**src/sv/lsef_pkg.sv**
```systemverilog
`timescale 1ns / 1ps
`default_nettype none
// ----------------------------------------------------------------------------
// lsef_pkg
// Shared types and constants of the labeled segment endpoint finder.
// ----------------------------------------------------------------------------
package lsef_pkg;

    localparam int LABEL_W        = 12;
    localparam int INDEX_W        = 20;
    localparam int MASK_W         = 8;
    localparam int COUNT_W        = 4;
    localparam int RING_SIZE      = 8;
    localparam int MAX_LABELS_DEF = 4096;

    // Epoch tag held per store entry; the all-ones tag marks a cleared entry.
    localparam int                 EPOCH_W    = 8;
    localparam logic [EPOCH_W-1:0] CLEAR_TAG  = '1;
    localparam logic [EPOCH_W-1:0] EPOCH_WRAP = CLEAR_TAG - EPOCH_W'(1);

    typedef enum logic {
        SW_IDLE,
        SW_CLEAR
    } t_sweep_state;

    typedef struct packed {
        logic [COUNT_W-1:0] count;
        logic               endpoint;
    } t_ring_result;

endpackage
`default_nettype wire

```
**src/sv/lsef_ring_count.sv**
```systemverilog
`timescale 1ns / 1ps
`default_nettype none
// ----------------------------------------------------------------------------
// lsef_ring_count
// Counts inside 8-neighbors matching the nonzero center label.
// ----------------------------------------------------------------------------
module lsef_ring_count (
    input  wire logic [lsef_pkg::LABEL_W-1:0]                          i_center,
    input  wire logic [lsef_pkg::RING_SIZE-1:0][lsef_pkg::LABEL_W-1:0] i_neighbors,
    input  wire logic [lsef_pkg::MASK_W-1:0]                           i_inside,
    output lsef_pkg::t_ring_result                                     o_result
);

    logic [lsef_pkg::RING_SIZE-1:0] w_match;
    logic [lsef_pkg::COUNT_W-1:0]   w_count;

    always_comb begin
        for (int k = 0; k < lsef_pkg::RING_SIZE; k++) begin
            w_match[k] = i_inside[k] && (i_neighbors[k] == i_center);
        end
    end

    always_comb begin
        w_count = '0;
        if (i_center != '0) begin
            for (int k = 0; k < lsef_pkg::RING_SIZE; k++) begin
                w_count = w_count + lsef_pkg::COUNT_W'(w_match[k]);
            end
        end
    end

    assign o_result.count    = w_count;
    assign o_result.endpoint = (w_count == lsef_pkg::COUNT_W'(1));

endmodule
`default_nettype wire

```
**config.mk**
```make
export PLATFORM = sky130hd
export DESIGN_NAME = lsef_ring_count
export DESIGN_NICKNAME = d
export VERILOG_FILES = /design/src/sv/lsef_pkg.sv /design/src/sv/lsef_ring_count.sv
export SDC_FILE = /design/constraint.sdc
export NUM_CORES = 1
export LEC_CHECK = 0
export BUFFER_PORTS_ARGS = -buffer_cell sky130_fd_sc_hd__buf_2
export CORE_MARGIN = 5
export CORE_UTILIZATION = 41
export DETAILED_ROUTE_END_ITERATION = 10
export PLACE_DENSITY = 0.85
export SLEW_MARGIN = 20
export SYNTH_ARGS = -nofsm -noshare
export SYNTH_HDL_FRONTEND = slang
export SYNTH_SLANG_ARGS = --single-unit
```
**constraint.sdc**
```tcl
create_clock -name vclk -period 5.8
set_clock_uncertainty 0.05 [all_clocks]
set_input_delay 0.58 -clock vclk [all_inputs]
set_output_delay 0.58 -clock vclk [all_outputs]
set_load 0.05 [all_outputs]
```
==> metrics.csv <==
metric;value;unit
Initial DRC Count;39;
die area;4750;um^2
run status;complete, no violations;
minimum clock period;5.25;ns
Final period util;0.905;
worst-path maximum fanout;9;
Worst Setup Path Type;primary input to primary output;
synthesis-to-finish area growth;37.1;%
n_diodes;0;
commonest non-fill, non-tap cell in the layout;buf_2;
post-synthesis cell area;1420;um^2
area taken by flip-flops and latches;0;um^2
FP Rows;21;
CP Capture Type;primary output;
Hold Path Class;primary input to primary output;
unrepaired setup endpoints after global routing;no;
GRT Resource Usage Total;0.202;
Mapped Cells;173;
Cells after DPL;328;
Initial Util;0.427;
area share of the largest cell type after synthesis;0.597;
pre-CTS setup slack;0.521;ns
setup ws final;0.549;ns
Area after DPL;1950;um^2
Rel. slew slack;0.710;
Top Ports;121;
Final Max Tran Viols;0;
post-route ant nets;0;
first-pass iteration count of the detailed router;4;
PostCTS Resize Cnt;0;
Hold Path Origin;i_center[1];
Syn Nets;296;
VDD IR max;0.0345;mV
most frequent cells in the layout;buf_2 (121), xnor2_1 (97), nand4_1 (16);
Post-CTS Setup Repair Bufs;0;
IO Port Bufs;121;
Core ar.;3340;um^2
initial antenna violation count;0;
post-synthesis sequential area ratio;0;
Final Core Density;0.585;
DPL Wire Length;4310;um
Final Hold Viols;0;
via/cell ratio;4.80;
Power, Total;133;uW
pwr dens;68.4;nW/um^2
Synth area leaders;xnor2_1 (60%), buf_6 (9.5%), nand4_1 (7.0%), fa_1 (5.6%), nand3_1 (3.2%);
final-layout clock buffer total;0;
vias in the first global route;1599;
drc violations;0;
Arrival @ worst endpoint;4.62;ns
share of layout cells above drive strength 1;0.433;
startpoint types;primary input;
routed vias;1575;
first-pass GRT wire length;7270;um
DR WL/cell;15.2;um
FMAX;0.190;GHz
total grt overflow;0;
Slew @ Worst Pin;0.431;ns
Req. time, crit path;5.17;ns
WHS;1.90;ns
seq_cells;0;
crit-path cells;buf_2 > xnor2_1 > nand4_1 > nor4_1 > fa_1 > inv_1 > fa_1 > fa_1 > inv_1 > ha_1 > fa_1 > or2_2 > o21ai_0 > and4b_1 > buf_2;
Yosys top cell by area;xnor2_1;
final instance area;1950;um^2
max_cap viols;0;
Leak Pwr;0.853;nW
cts hold-fix bufs;0;
origin of the worst setup path;i_center[5];
fin cells;328;
Critical Path Slowest Stage Cell;fa_1;
crit-path max cell delay;0.54;ns
synth unique cells;17;
setup_tns;0;ns
Yosys warnings;0;
Fill cells;339;
Final Wtd Congestion;0.826;
fin nets;407;
final WL;4990;um
chip height;68.9;um
endpoints failing setup;0;
Post-Synthesis Mean Instance Area;8.23;um^2
most frequent CP cell;fa_1;
pin count of the biggest net entering global routing;10;
hold path cells;4;
chip width;68.9;um
[metal layers]
layer,track usage,part of all wire,vias to the layer above
met5,0,0,-
met4,0.00973,0.0030,0
met3,0.0340,0.10,2
met2,0.394,0.51,76
met1,0.239,0.39,698
li1,-,-,799
[cell families (layout without fill, tap and decap cells)]
logic type / count (synthesis) / in the layout / share of synthesized area
xor+xnor: 97 / 97 / 0.597
compound gates: 3 / 3 / 0.0132
simple gates: 50 / 50 / 0.202
buf+inv: 16 / 125 / 0.105
fa+ha+maj: 7 / 7 / 0.0826
[critical path: cells and delay by family]
kind            cells  cell delay [ns]
compound gates      1             0.07
xor+xnor            1             0.17
fa+ha+maj           5             2.12
buf+inv             4             0.64
simple gates        4             1.04
[final cells by class]
| class | instances | area [um^2] | share of cell area |
|---|---|---|---|
| Inverter | 4 | 15.0 | 0.00769 |
| Multi-Input combinational cell | 157 | 1270 | 0.653 |
| Tap cell | 46 | 57.6 | 0.0295 |
| Timing Repair Buffer | 121 | 606 | 0.310 |
[power breakdown]
group          switching, mW  leakage (nW)  total (mW)  internal [mW]
Combinational         0.0585         0.853       0.133         0.0749
Clock                      0             0           0              0
Sequential                 0             0           0              0
[cells in the mapped netlist]
| cell | number |
|---|---|
| nand2_1 | 9 |
| o21ai_0 | 1 |
| buf_6 | 12 |
| ha_1 | 3 |
| inv_1 | 4 |
| or2_2 | 1 |
| and4b_1 | 1 |
| and3_1 | 1 |
| nand4_1 | 16 |
| or4_1 | 4 |
| fa_1 | 4 |
| xnor2_1 | 97 |
| nor4_1 | 7 |
| and2_1 | 2 |
| a21o_1 | 1 |
| a31oi_1 | 1 |
| nand3_1 | 9 |
[worst paths after layout]
check           to  slack [ns]
min    o_result[3]        1.90
max    o_result[0]        0.55
Note: power is estimated with default switching activity, not from simulation.
